<file path="src/rtl/sfrd_pkg.sv">
// ----------------------------------------------------------------------------
// Serial frame receiver package
// Shared constants, codes and the item record passed from the parser to the
// dispatch stage.
// ----------------------------------------------------------------------------
package sfrd_pkg;

   localparam int unsigned FRAME_DEPTH_DEF = 255;
   localparam int unsigned QUEUE_DEPTH_DEF = 2;

   localparam logic [7:0] START_BYTE      = 8'hAA;
   localparam logic [7:0] STOP_BYTE       = 8'h55;
   localparam logic [7:0] LONG_MARK       = 8'hFF;
   localparam logic [7:0] CMD_MOTOR       = 8'h01;
   localparam logic [7:0] CMD_RELAY_ONE   = 8'h03;
   localparam logic [7:0] CMD_RELAY_TWO   = 8'h11;
   localparam logic [7:0] CMD_RELAY_THREE = 8'h12;
   localparam logic [7:0] CMD_BLINK       = 8'h10;
   localparam logic [7:0] CMD_DIMMER      = 8'h09;
   localparam logic [6:0] DUTY_MAX        = 7'd100;

   typedef enum logic [1:0] {
      EV_NONE    = 2'd0,
      EV_PAYLOAD = 2'd1,
      EV_ACCEPT  = 2'd2,
      EV_DROP    = 2'd3
   } event_type;

   typedef enum logic [1:0] {
      ACT_NONE   = 2'd0,
      ACT_BUZZER = 2'd1,
      ACT_MOTOR  = 2'd2,
      ACT_BLINK  = 2'd3
   } action_type;

   typedef struct packed {
      event_type  ev;
      logic [7:0]  data;
      logic [7:0]  addr;
      logic [7:0]  cmd;
      logic [15:0] plen;
      logic        lf;
      logic [6:0]  duty;
      action_type  act;
   } item_type;

endpackage

</file>
<file path="src/rtl/sfrd_front.sv">
// ----------------------------------------------------------------------------
// Frame parser
// Tracks the position within a frame, captures the length and header bytes
// and classifies every received byte into an item for the dispatch stage.
// ----------------------------------------------------------------------------
module sfrd_front #(
   parameter int unsigned FRAME_DEPTH = sfrd_pkg::FRAME_DEPTH_DEF
) (
   input  logic               clock,
   input  logic               reset,
   input  logic               csr_valid,
   output logic               csr_ready,
   input  logic               csr_wdata,
   input  logic               req_tvalid,
   output logic               req_tready,
   input  logic [7:0]         req_tdata,
   output logic               push_valid,
   input  logic               push_ready,
   output sfrd_pkg::item_type push_item
);

   localparam int unsigned POS_W = $clog2(FRAME_DEPTH);

   logic [POS_W-1:0] pos_ff, pos_in;
   logic [7:0]       short_ff, short_in;
   logic [15:0]      wide_ff, wide_in;
   logic [7:0]       addr_ff, addr_in;
   logic [7:0]       cmd_ff, cmd_in;
   logic [7:0]       first_ff, first_in;
   logic             enable_ff;

   logic             accept;
   logic             longf;
   logic [16:0]      pos_w, stop, off, nxt;
   sfrd_pkg::item_type item;

   assign csr_ready  = 1'b1;
   assign req_tready = push_ready;
   assign push_valid = req_tvalid;
   assign push_item  = item;
   assign accept     = req_tvalid & push_ready;

   always_comb begin
      short_in = short_ff;
      wide_in  = wide_ff;
      addr_in  = addr_ff;
      cmd_in   = cmd_ff;
      first_in = first_ff;
      pos_in   = pos_ff;
      pos_w    = 17'(pos_ff);
      nxt      = pos_w + 17'd1;
      item     = '0;
      item.ev  = sfrd_pkg::EV_NONE;
      item.act = sfrd_pkg::ACT_NONE;
      item.data = req_tdata;
      item.duty = (first_ff >= 8'(sfrd_pkg::DUTY_MAX)) ? sfrd_pkg::DUTY_MAX : first_ff[6:0];

      if (pos_w == 17'd1) begin
         short_in = req_tdata;
      end
      longf = (short_in == sfrd_pkg::LONG_MARK);
      if (longf && pos_w == 17'd2) begin
         wide_in[7:0] = req_tdata;
      end
      if (longf && pos_w == 17'd3) begin
         wide_in[15:8] = req_tdata;
      end
      off  = longf ? 17'd4 : 17'd2;
      stop = longf ? (17'(wide_in) + 17'd4) : (17'(short_in) + 17'd2);

      if (pos_w == 17'd0) begin
         if (req_tdata == sfrd_pkg::START_BYTE) begin
            addr_in  = '0;
            cmd_in   = '0;
            first_in = '0;
            pos_in   = POS_W'(1);
         end
      end else if (pos_w == stop) begin
         pos_in = '0;
         if (req_tdata == sfrd_pkg::STOP_BYTE && enable_ff) begin
            item.ev   = sfrd_pkg::EV_ACCEPT;
            item.addr = addr_ff;
            item.cmd  = cmd_ff;
            unique case (cmd_ff)
               sfrd_pkg::CMD_MOTOR: item.act = sfrd_pkg::ACT_MOTOR;
               sfrd_pkg::CMD_BLINK: item.act = sfrd_pkg::ACT_BLINK;
               default:             item.act = sfrd_pkg::ACT_BUZZER;
            endcase
         end else begin
            item.ev = sfrd_pkg::EV_DROP;
         end
      end else begin
         if (pos_w >= off) begin
            item.ev = sfrd_pkg::EV_PAYLOAD;
            if (pos_w == off) begin
               addr_in = req_tdata;
            end else if (pos_w == off + 17'd1) begin
               cmd_in = req_tdata;
            end else if (pos_w == off + 17'd2) begin
               first_in = req_tdata;
            end
         end
         if (nxt >= 17'(FRAME_DEPTH)) begin
            pos_in  = '0;
            item.ev = sfrd_pkg::EV_DROP;
         end else begin
            pos_in = nxt[POS_W-1:0];
         end
      end

      if (item.ev != sfrd_pkg::EV_NONE) begin
         item.plen = longf ? wide_in : 16'(short_in);
         item.lf   = longf;
      end
   end

   always_ff @(posedge clock) begin
      if (reset) begin
         pos_ff    <= '0;
         short_ff  <= '0;
         wide_ff   <= '0;
         addr_ff   <= '0;
         cmd_ff    <= '0;
         first_ff  <= '0;
         enable_ff <= 1'b0;
      end else begin
         if (accept) begin
            pos_ff   <= pos_in;
            short_ff <= short_in;
            wide_ff  <= wide_in;
            addr_ff  <= addr_in;
            cmd_ff   <= cmd_in;
            first_ff <= first_in;
         end
         if (csr_valid) begin
            enable_ff <= csr_wdata;
         end
      end
   end

endmodule

</file>
<file path="src/rtl/sfrd_queue.sv">
// ----------------------------------------------------------------------------
// Item queue
// Short first-in first-out buffer that decouples the parser from the
// dispatch stage.
// ----------------------------------------------------------------------------
module sfrd_queue #(
   parameter int unsigned DEPTH = sfrd_pkg::QUEUE_DEPTH_DEF
) (
   input  logic               clock,
   input  logic               reset,
   input  logic               push_valid,
   output logic               push_ready,
   input  sfrd_pkg::item_type push_item,
   output logic               pop_valid,
   input  logic               pop_ready,
   output sfrd_pkg::item_type pop_item
);

   localparam int unsigned PTR_W = $clog2(DEPTH);
   localparam int unsigned CNT_W = $clog2(DEPTH + 1);

   sfrd_pkg::item_type entry_ff [DEPTH];
   logic [PTR_W-1:0]   wr_ptr_ff, wr_ptr_in;
   logic [PTR_W-1:0]   rd_ptr_ff, rd_ptr_in;
   logic [CNT_W-1:0]   count_ff, count_in;
   logic               push, pop;

   assign push_ready = (count_ff != CNT_W'(DEPTH));
   assign pop_valid  = (count_ff != '0);
   assign pop_item   = entry_ff[rd_ptr_ff];
   assign push       = push_valid & push_ready;
   assign pop        = pop_valid & pop_ready;

   always_comb begin
      wr_ptr_in = wr_ptr_ff;
      rd_ptr_in = rd_ptr_ff;
      count_in  = count_ff;
      if (push) begin
         wr_ptr_in = (wr_ptr_ff == PTR_W'(DEPTH - 1)) ? '0 : wr_ptr_ff + PTR_W'(1);
      end
      if (pop) begin
         rd_ptr_in = (rd_ptr_ff == PTR_W'(DEPTH - 1)) ? '0 : rd_ptr_ff + PTR_W'(1);
      end
      if (push && !pop) begin
         count_in = count_ff + CNT_W'(1);
      end else if (pop && !push) begin
         count_in = count_ff - CNT_W'(1);
      end
   end

   always_ff @(posedge clock) begin
      if (reset) begin
         wr_ptr_ff <= '0;
         rd_ptr_ff <= '0;
         count_ff  <= '0;
      end else begin
         wr_ptr_ff <= wr_ptr_in;
         rd_ptr_ff <= rd_ptr_in;
         count_ff  <= count_in;
      end
   end

   always_ff @(posedge clock) begin
      if (push) begin
         entry_ff[wr_ptr_ff] <= push_item;
      end
   end

endmodule

</file>
<file path="src/rtl/sfrd_back.sv">
// ----------------------------------------------------------------------------
// Command dispatch stage
// Carries out accepted commands on the relay and dimmer state and holds the
// result item in an output register until it is taken.
// ----------------------------------------------------------------------------
module sfrd_back (
   input  logic               clock,
   input  logic               reset,
   input  logic               pop_valid,
   output logic               pop_ready,
   input  sfrd_pkg::item_type pop_item,
   output logic               rsp_tvalid,
   input  logic               rsp_tready,
   output sfrd_pkg::item_type rsp_item,
   output logic [2:0]         rsp_relays,
   output logic [6:0]         rsp_duty
);

   logic               valid_ff;
   sfrd_pkg::item_type item_ff;
   logic [2:0]         relay_ff, relay_in;
   logic [6:0]         duty_ff, duty_in;
   logic               pop_fire;

   assign pop_ready  = !valid_ff || rsp_tready;
   assign pop_fire   = pop_valid & pop_ready;
   assign rsp_tvalid = valid_ff;
   assign rsp_item   = item_ff;
   assign rsp_relays = relay_ff;
   assign rsp_duty   = duty_ff;

   always_comb begin
      relay_in = relay_ff;
      duty_in  = duty_ff;
      if (pop_item.ev == sfrd_pkg::EV_ACCEPT) begin
         unique case (pop_item.cmd)
            sfrd_pkg::CMD_RELAY_ONE:   relay_in = relay_ff ^ 3'b001;
            sfrd_pkg::CMD_RELAY_TWO:   relay_in = relay_ff ^ 3'b010;
            sfrd_pkg::CMD_RELAY_THREE: relay_in = relay_ff ^ 3'b100;
            sfrd_pkg::CMD_DIMMER:      duty_in  = pop_item.duty;
            default:                   relay_in = relay_ff;
         endcase
      end
   end

   always_ff @(posedge clock) begin
      if (reset) begin
         valid_ff <= 1'b0;
         relay_ff <= '0;
         duty_ff  <= '0;
      end else begin
         if (pop_fire) begin
            valid_ff <= 1'b1;
            relay_ff <= relay_in;
            duty_ff  <= duty_in;
         end else if (rsp_tready) begin
            valid_ff <= 1'b0;
         end
      end
   end

   always_ff @(posedge clock) begin
      if (pop_fire) begin
         item_ff <= pop_item;
      end
   end

`ifndef ASSERT_OFF
   duty_in_range: assert property (@(posedge clock) disable iff (reset)
      duty_ff <= sfrd_pkg::DUTY_MAX)
      else $error("Dimmer duty is above its maximum.");

   relay_only_on_accept: assert property (@(posedge clock) disable iff (reset)
      (!$past(reset) && relay_ff != $past(relay_ff)) |->
         $past(pop_fire && pop_item.ev == sfrd_pkg::EV_ACCEPT))
      else $error("Relay levels changed without an accepted frame.");

   pulse_only_on_accept: assert property (@(posedge clock) disable iff (reset)
      (valid_ff && item_ff.act != sfrd_pkg::ACT_NONE) |->
         item_ff.ev == sfrd_pkg::EV_ACCEPT)
      else $error("Action pulse reported without an accepted frame.");
`endif

endmodule

</file>
<file path="src/rtl/serial_frame_receiver_dispatch_unit.sv">
// A result item passes through an item queue entry and then the output register before it is offered.
// One byte per cycle while the item queue has room; each byte gives exactly one result item.
// The parser, the item queue and the output register each take one item per cycle;
// while a result is stalled the queue still takes up to QUEUE_DEPTH more bytes.
// Reset clears the frame position, held bytes, relays, duty and dispatch enable.
// ----------------------------------------------------------------------------
// Serial frame receiver with command dispatch
// Parses start, length, payload and stop bytes and drives relays, the dimmer
// duty and action pulses from accepted frames.
// ----------------------------------------------------------------------------
module serial_frame_receiver_dispatch_unit #(
   parameter int unsigned FRAME_DEPTH = sfrd_pkg::FRAME_DEPTH_DEF,
   parameter int unsigned QUEUE_DEPTH = sfrd_pkg::QUEUE_DEPTH_DEF
) (
   input  logic        clock,
   input  logic        reset,
   input  logic        csr_valid,
   output logic        csr_ready,
   input  logic        csr_wdata,   // dispatch_enable
   input  logic        req_tvalid,
   output logic        req_tready,
   input  logic [7:0]  req_tdata,   // rx_byte
   output logic        rsp_tvalid,
   input  logic        rsp_tready,
   output logic [1:0]  rsp_tuser,   // event_res
   // data_byte, frame_addr, frame_command, declared_length, long_form, relay_one,
   // relay_two, relay_three, dimmer_duty, action_pulse, zero fill
   output logic [55:0] rsp_tdata
);

   logic               push_valid, push_ready;
   sfrd_pkg::item_type push_item;
   logic               pop_valid, pop_ready;
   sfrd_pkg::item_type pop_item;
   sfrd_pkg::item_type rsp_item;
   logic [2:0]         rsp_relays;
   logic [6:0]         rsp_duty;

   sfrd_front #(
      .FRAME_DEPTH(FRAME_DEPTH)
   ) u_front (
      .clock      (clock),
      .reset      (reset),
      .csr_valid  (csr_valid),
      .csr_ready  (csr_ready),
      .csr_wdata  (csr_wdata),
      .req_tvalid (req_tvalid),
      .req_tready (req_tready),
      .req_tdata  (req_tdata),
      .push_valid (push_valid),
      .push_ready (push_ready),
      .push_item  (push_item)
   );

   sfrd_queue #(
      .DEPTH(QUEUE_DEPTH)
   ) u_queue (
      .clock      (clock),
      .reset      (reset),
      .push_valid (push_valid),
      .push_ready (push_ready),
      .push_item  (push_item),
      .pop_valid  (pop_valid),
      .pop_ready  (pop_ready),
      .pop_item   (pop_item)
   );

   sfrd_back u_back (
      .clock      (clock),
      .reset      (reset),
      .pop_valid  (pop_valid),
      .pop_ready  (pop_ready),
      .pop_item   (pop_item),
      .rsp_tvalid (rsp_tvalid),
      .rsp_tready (rsp_tready),
      .rsp_item   (rsp_item),
      .rsp_relays (rsp_relays),
      .rsp_duty   (rsp_duty)
   );

   assign rsp_tuser = rsp_item.ev;
   assign rsp_tdata = {3'b000, rsp_item.act, rsp_duty, rsp_relays[2], rsp_relays[1],
                       rsp_relays[0], rsp_item.lf, rsp_item.plen, rsp_item.cmd,
                       rsp_item.addr, rsp_item.data};

endmodule
</file>
<file path="config.mk">
export PLATFORM = sky130hd
export DESIGN_NAME = serial_frame_receiver_dispatch_unit
export DESIGN_NICKNAME = d
export VERILOG_FILES = /design/src/rtl/sfrd_pkg.sv /design/src/rtl/sfrd_front.sv /design/src/rtl/sfrd_queue.sv /design/src/rtl/sfrd_back.sv /design/src/rtl/serial_frame_receiver_dispatch_unit.sv
export SDC_FILE = /design/constraint.sdc
export NUM_CORES = 1
export LEC_CHECK = 0
export ABC_CLOCK_PERIOD_IN_PS = 8750
export BUFFER_PORTS_ARGS = -buffer_cell sky130_fd_sc_hd__buf_2
export CAP_MARGIN = 25
export CORE_MARGIN = 2
export CORE_UTILIZATION = 40
export CTS_CLUSTER_DIAMETER = 50
export CTS_CLUSTER_SIZE = 12
export DETAILED_ROUTE_END_ITERATION = 12
export PLACE_DENSITY_LB_ADDON = 0.1
export SKIP_LAST_GASP = 1
export SLEW_MARGIN = 0
export SYNTH_ARGS = -nofsm -noshare
export SYNTH_HDL_FRONTEND = slang
export SYNTH_SLANG_ARGS = --single-unit
</file>
<file path="constraint.sdc">
create_clock -name clock -period 8.75 [get_ports clock]
set_input_delay 1.3125 -clock clock [delete_from_list [all_inputs] [get_ports clock]]
set_output_delay 1.3125 -clock clock [all_outputs]
set_load 0.02 [all_outputs]
</file>
==> impl_metrics.ini <==
[pwr]
pwr-share-comb_pct = 21.1
p_clk_share_pct = 33.5
p_int_mw = 2.24
p_leak_nw = 4.44
vdd_drop_max_mv = 0.192
power_density_mw_per_mm2 = 264
seq_power_share_pct = 45.4
p_switching_mw = 0.941
switching_share_pct = 29.6

[synthesis]
synthArstFlopShare_pct = 0
ys_warn_count = 0
ys.flop_type = edfxtp_1
synthTopCellsByArea = edfxtp_1, dfxtp_1, mux2_2
netlist_instances = 960
synth.yosys.seq_area_share_pct = 56.0
syn_avg_cell_area_um2 = 11.0
yosys.area.top_type = edfxtp_1
synth_enable_flop_cells = 149
synth_cell_type_count = 75
synth_area_mm2 = 0.0106
yosysTopAreaCellShare_pct = 42.2
synth-seq-cells = 222

[finish]
antenna_cells = 0
fill_cells = 2456
drive_gt1_share_pct = 18.3
multi_input_area_mm2 = 0.00431
register_area_mm2 = 0.00594
fin_nets = 1027
synthToLayoutAreaGrowth_pct = 13.7

[min_path]
hp-start = u_front.wide_ff[0]$_SDFFE_PP0P_
whs_path_depth = 2
hold_end = u_front.wide_ff[0]$_SDFFE_PP0P_
hold_path.class = reg2reg

[outcome]
status = complete, no violations

[placed_design]
gp_congestion = 0.908
port_buffers = 70
dp_hpwl_um = 17900

[worst_setup_path]
r2r-end = u_front.cmd_ff[6]$_SDFFE_PP0P_
worstPathRequired_ns = 9.21
rr_worst_depth = 18
slowest_stage = o31ai_2
startpoint_type = flop
critical_path_arrival_ns = 6.44
reg2reg_slack_ns = 2.78
reg2reg_from = u_front.pos_ff[0]$_SDFFE_PP0P_
cp_max_fo = 13
path_class = reg2reg
startpoint = u_front.pos_ff[0]$_SDFFE_PP0P_
slowest_delay_ns = 0.60
end_kind = flop
cp_cell_sequence = inv_1, ha_1, or3b_2, nor2_2, a21oi_1, nand2_1, nand2_1, ha_1, xor2_1, o21ai_0, a222oi_1, nor3_1, xnor2_1, a211o_1, or4_4, o31ai_2, o21bai_1, mux2i_1

[clock_tree]
cts_made_buffers = 26
cts_resized = 0
clock_sinks = 222
path_clk_slew_ns = 0.06
postCtsHoldBufs = 0
cts_max_level = 1
clockBufferDepth = 3
clock_latency_ns = 0.54
post_cts.repair.setup_buffers = 0
clockRootBuffer = clkbuf_16
cts_tree = built

[timing]
slew_headroom_pct = 34.9
whs_ns = 0.452
setup_tns_ns = 0
slew_viol_final = 0
rsz0062_at_grt = no
fmax_mhz = 167
period_needed_ns = 5.97
max_slew.worst_pin.slew_ns = 0.949
hold_viol = 0
finalCritPeriodShare_pct = 68.3
fin_skew_ns = 0.00972
setup_viol = 0

[floorplan]
core_area_mm2 = 0.0261
fp.dieH_um = 167
dieArea_mm2 = 0.0278
ioPinCount = 75
start_util_pct = 40.6
rows = 59
die_w_um = 167

[drt]
highest_layer = met4
m1WireLength_um = 13000
dr_wl_met3_um = 1400
ant_nets = 0
finalWirelength_um = 27000
dr.pass1.iters = 5
wl_met2_um = 11800
drc = 0
vias = 7535
routedWlPerCell_um = 19.9
drt_first_iter_violations = 711
vias_per_cell = 5.55

[global_routing]
grt_pass1_wl_um = 42500
antenna_found_initial = 1
grt_overflow_total = 0
grt_usage_pct = 19.2
grt_max_degree = 78
grt_pass1_vias = 7409

[run]
maxCapViolations = 0
## metrics by stage
stage | instances | total power [mW] | utilization [%] | setup slack, ns | cell area (µm²)
floorplan | 962 | 1.92 | - | 3.43 | 10600
global placement | 1309 | 2.13 | 42.9 | 2.46 | 11200
detailed placement | 1309 | 2.14 | 42.9 | 2.39 | 11200
CTS | 1357 | 3.21 | 46.1 | 2.82 | 12000
global route | 1358 | 3.33 | 46.2 | 2.30 | 12000
finish | 1358 | 3.18 | 46.2 | 2.78 | 12000
## worst max-delay path by stage
stage | to | slack [ns] | cells after the start
4_1_cts | u_front.addr_ff[4]$_SDFFE_PP0P_ | 2.82 | 18
5_1_grt | u_front.addr_ff[4]$_SDFFE_PP0P_ | 2.30 | 18
3_5_place_dp | u_front.addr_ff[4]$_SDFFE_PP0P_ | 2.39 | 17
6_report | u_front.cmd_ff[6]$_SDFFE_PP0P_ | 2.78 | 18
3_3_place_gp | u_front.cmd_ff[0]$_SDFFE_PP0P_ | 2.46 | 17
2_1_floorplan | u_front.addr_ff[0]$_SDFFE_PP0P_ | 3.43 | 21
## cell usage after synthesis, drive strengths merged (3+ instances only)
cell type  number
a31oi           8
nor3b           7
xnor2          14
nand2          58
nor4            9
a211oi         15
and2           27
nor2b           9
o21bai          5
nor2           89
clkbuf         47
or4             4
and4            4
a21oi          39
o22a            4
nand4          17
nor4b           3
o31ai           3
nand2b         22
edfxtp        149
or2             4
o31a            3
o211ai          4
a21o            3
mux2i          46
dfxtp          73
a21boi          3
or3             8
and3           15
o21ai          46
nand3          35
nand3b          9
inv            17
buf            23
ha             10
a32oi           3
xor2           10
a211o           4
mux2           45
nor4bb          3
nor3           31
## layout make-up
| class | count | area share [%] |
|---|---|---|
| Multi-Input combinational cell | 653 | 35.8 |
| Clock buffer | 39 | 6.02 |
| Sequential cell | 222 | 49.3 |
| Tap cell | 335 | 3.48 |
| Timing Repair Buffer | 83 | 3.82 |
| Inverter | 17 | 0.530 |
| Clock inverter | 9 | 1.04 |
## sequential cells by signal, summed over array words and instances (netlist names), named ones only
| register | flops |
|---|---|
| u_back.rsp_duty | 7 |
| u_back.rsp_item | 45 |
| u_back.rsp_relays | 3 |
| u_back.rsp_tvalid | 1 |
| u_front.addr_ff | 8 |
| u_front.cmd_ff | 8 |
| u_front.enable_ff | 1 |
| u_front.first_ff | 8 |
| u_front.pos_ff | 8 |
| u_front.short_ff | 8 |
| u_front.wide_ff | 16 |
| u_queue.count_ff | 2 |
| u_queue.entry_ff | 104 |
| u_queue.rd_ptr_ff | 1 |
| u_queue.wr_ptr_ff | 1 |
## power by group through the flow
stage	clock [mW]	sequential, mW	combinational, mW
floorplan	0	1.56	0.362
global placement	0	1.47	0.665
detailed placement	0	1.47	0.665
CTS	1.09	1.45	0.668
global route	1.13	1.47	0.731
finish	1.06	1.45	0.671
## layout by cell type, fill, tap and decap left out, drive strengths merged, types with 5 or more instances in the layout
| cell | synthesis | layout |
|---|---|---|
| edfxtp | 149 | 149 |
| nor2 | 89 | 89 |
| buf | 23 | 83 |
| dfxtp | 73 | 73 |
| nand2 | 58 | 58 |
| mux2i | 46 | 46 |
| o21ai | 46 | 46 |
| mux2 | 45 | 45 |
| a21oi | 39 | 39 |
| clkbuf | 47 | 39 |
| nand3 | 35 | 35 |
| nor3 | 31 | 31 |
| and2 | 27 | 27 |
| nand2b | 22 | 22 |
| inv | 17 | 19 |
| nand4 | 17 | 17 |
| and3 | 15 | 15 |
| a211oi | 15 | 15 |
| xnor2 | 14 | 14 |
| xor2 | 10 | 10 |
| ha | 10 | 10 |
| nand3b | 9 | 9 |
| nor2b | 9 | 9 |
| nor4 | 9 | 9 |
| or3 | 8 | 8 |
| a31oi | 8 | 8 |
| nor3b | 7 | 7 |
| o21bai | 5 | 5 |
## critical path: cells and delay by family, from the launching register on
kind / cells / cell delay [ns]
flip-flops: 1 / 0.45
AO/OA/AOI/OAI: 6 / 2.14
AND/OR/NAND/NOR: 6 / 1.84
adder cells (fa/ha/maj): 2 / 0.71
buffers and inverters: 1 / 0.17
XOR/XNOR: 2 / 0.32
multiplexers: 1 / 0.26
## metal layers
metal	track usage (%)	up-vias
met2	29.6	217
met1	27.8	3640
met3	3.14	54
met5	0	-
met4	6.00	0
li1	-	3624
## cells by family after synthesis
family / Yosys count / share of synthesized area [%]
other: 2 / 0.0709
buffers and inverters: 87 / 3.51
and+or+nand+nor: 361 / 18.0
AOI/OAI and AO/OA: 163 / 10.1
muxes: 91 / 9.13
DFF: 222 / 56.0
adders and majority gates: 10 / 1.18
xor gates and xnor gates: 24 / 1.98
No activity file was read; power rests on OpenSTA's default activity.
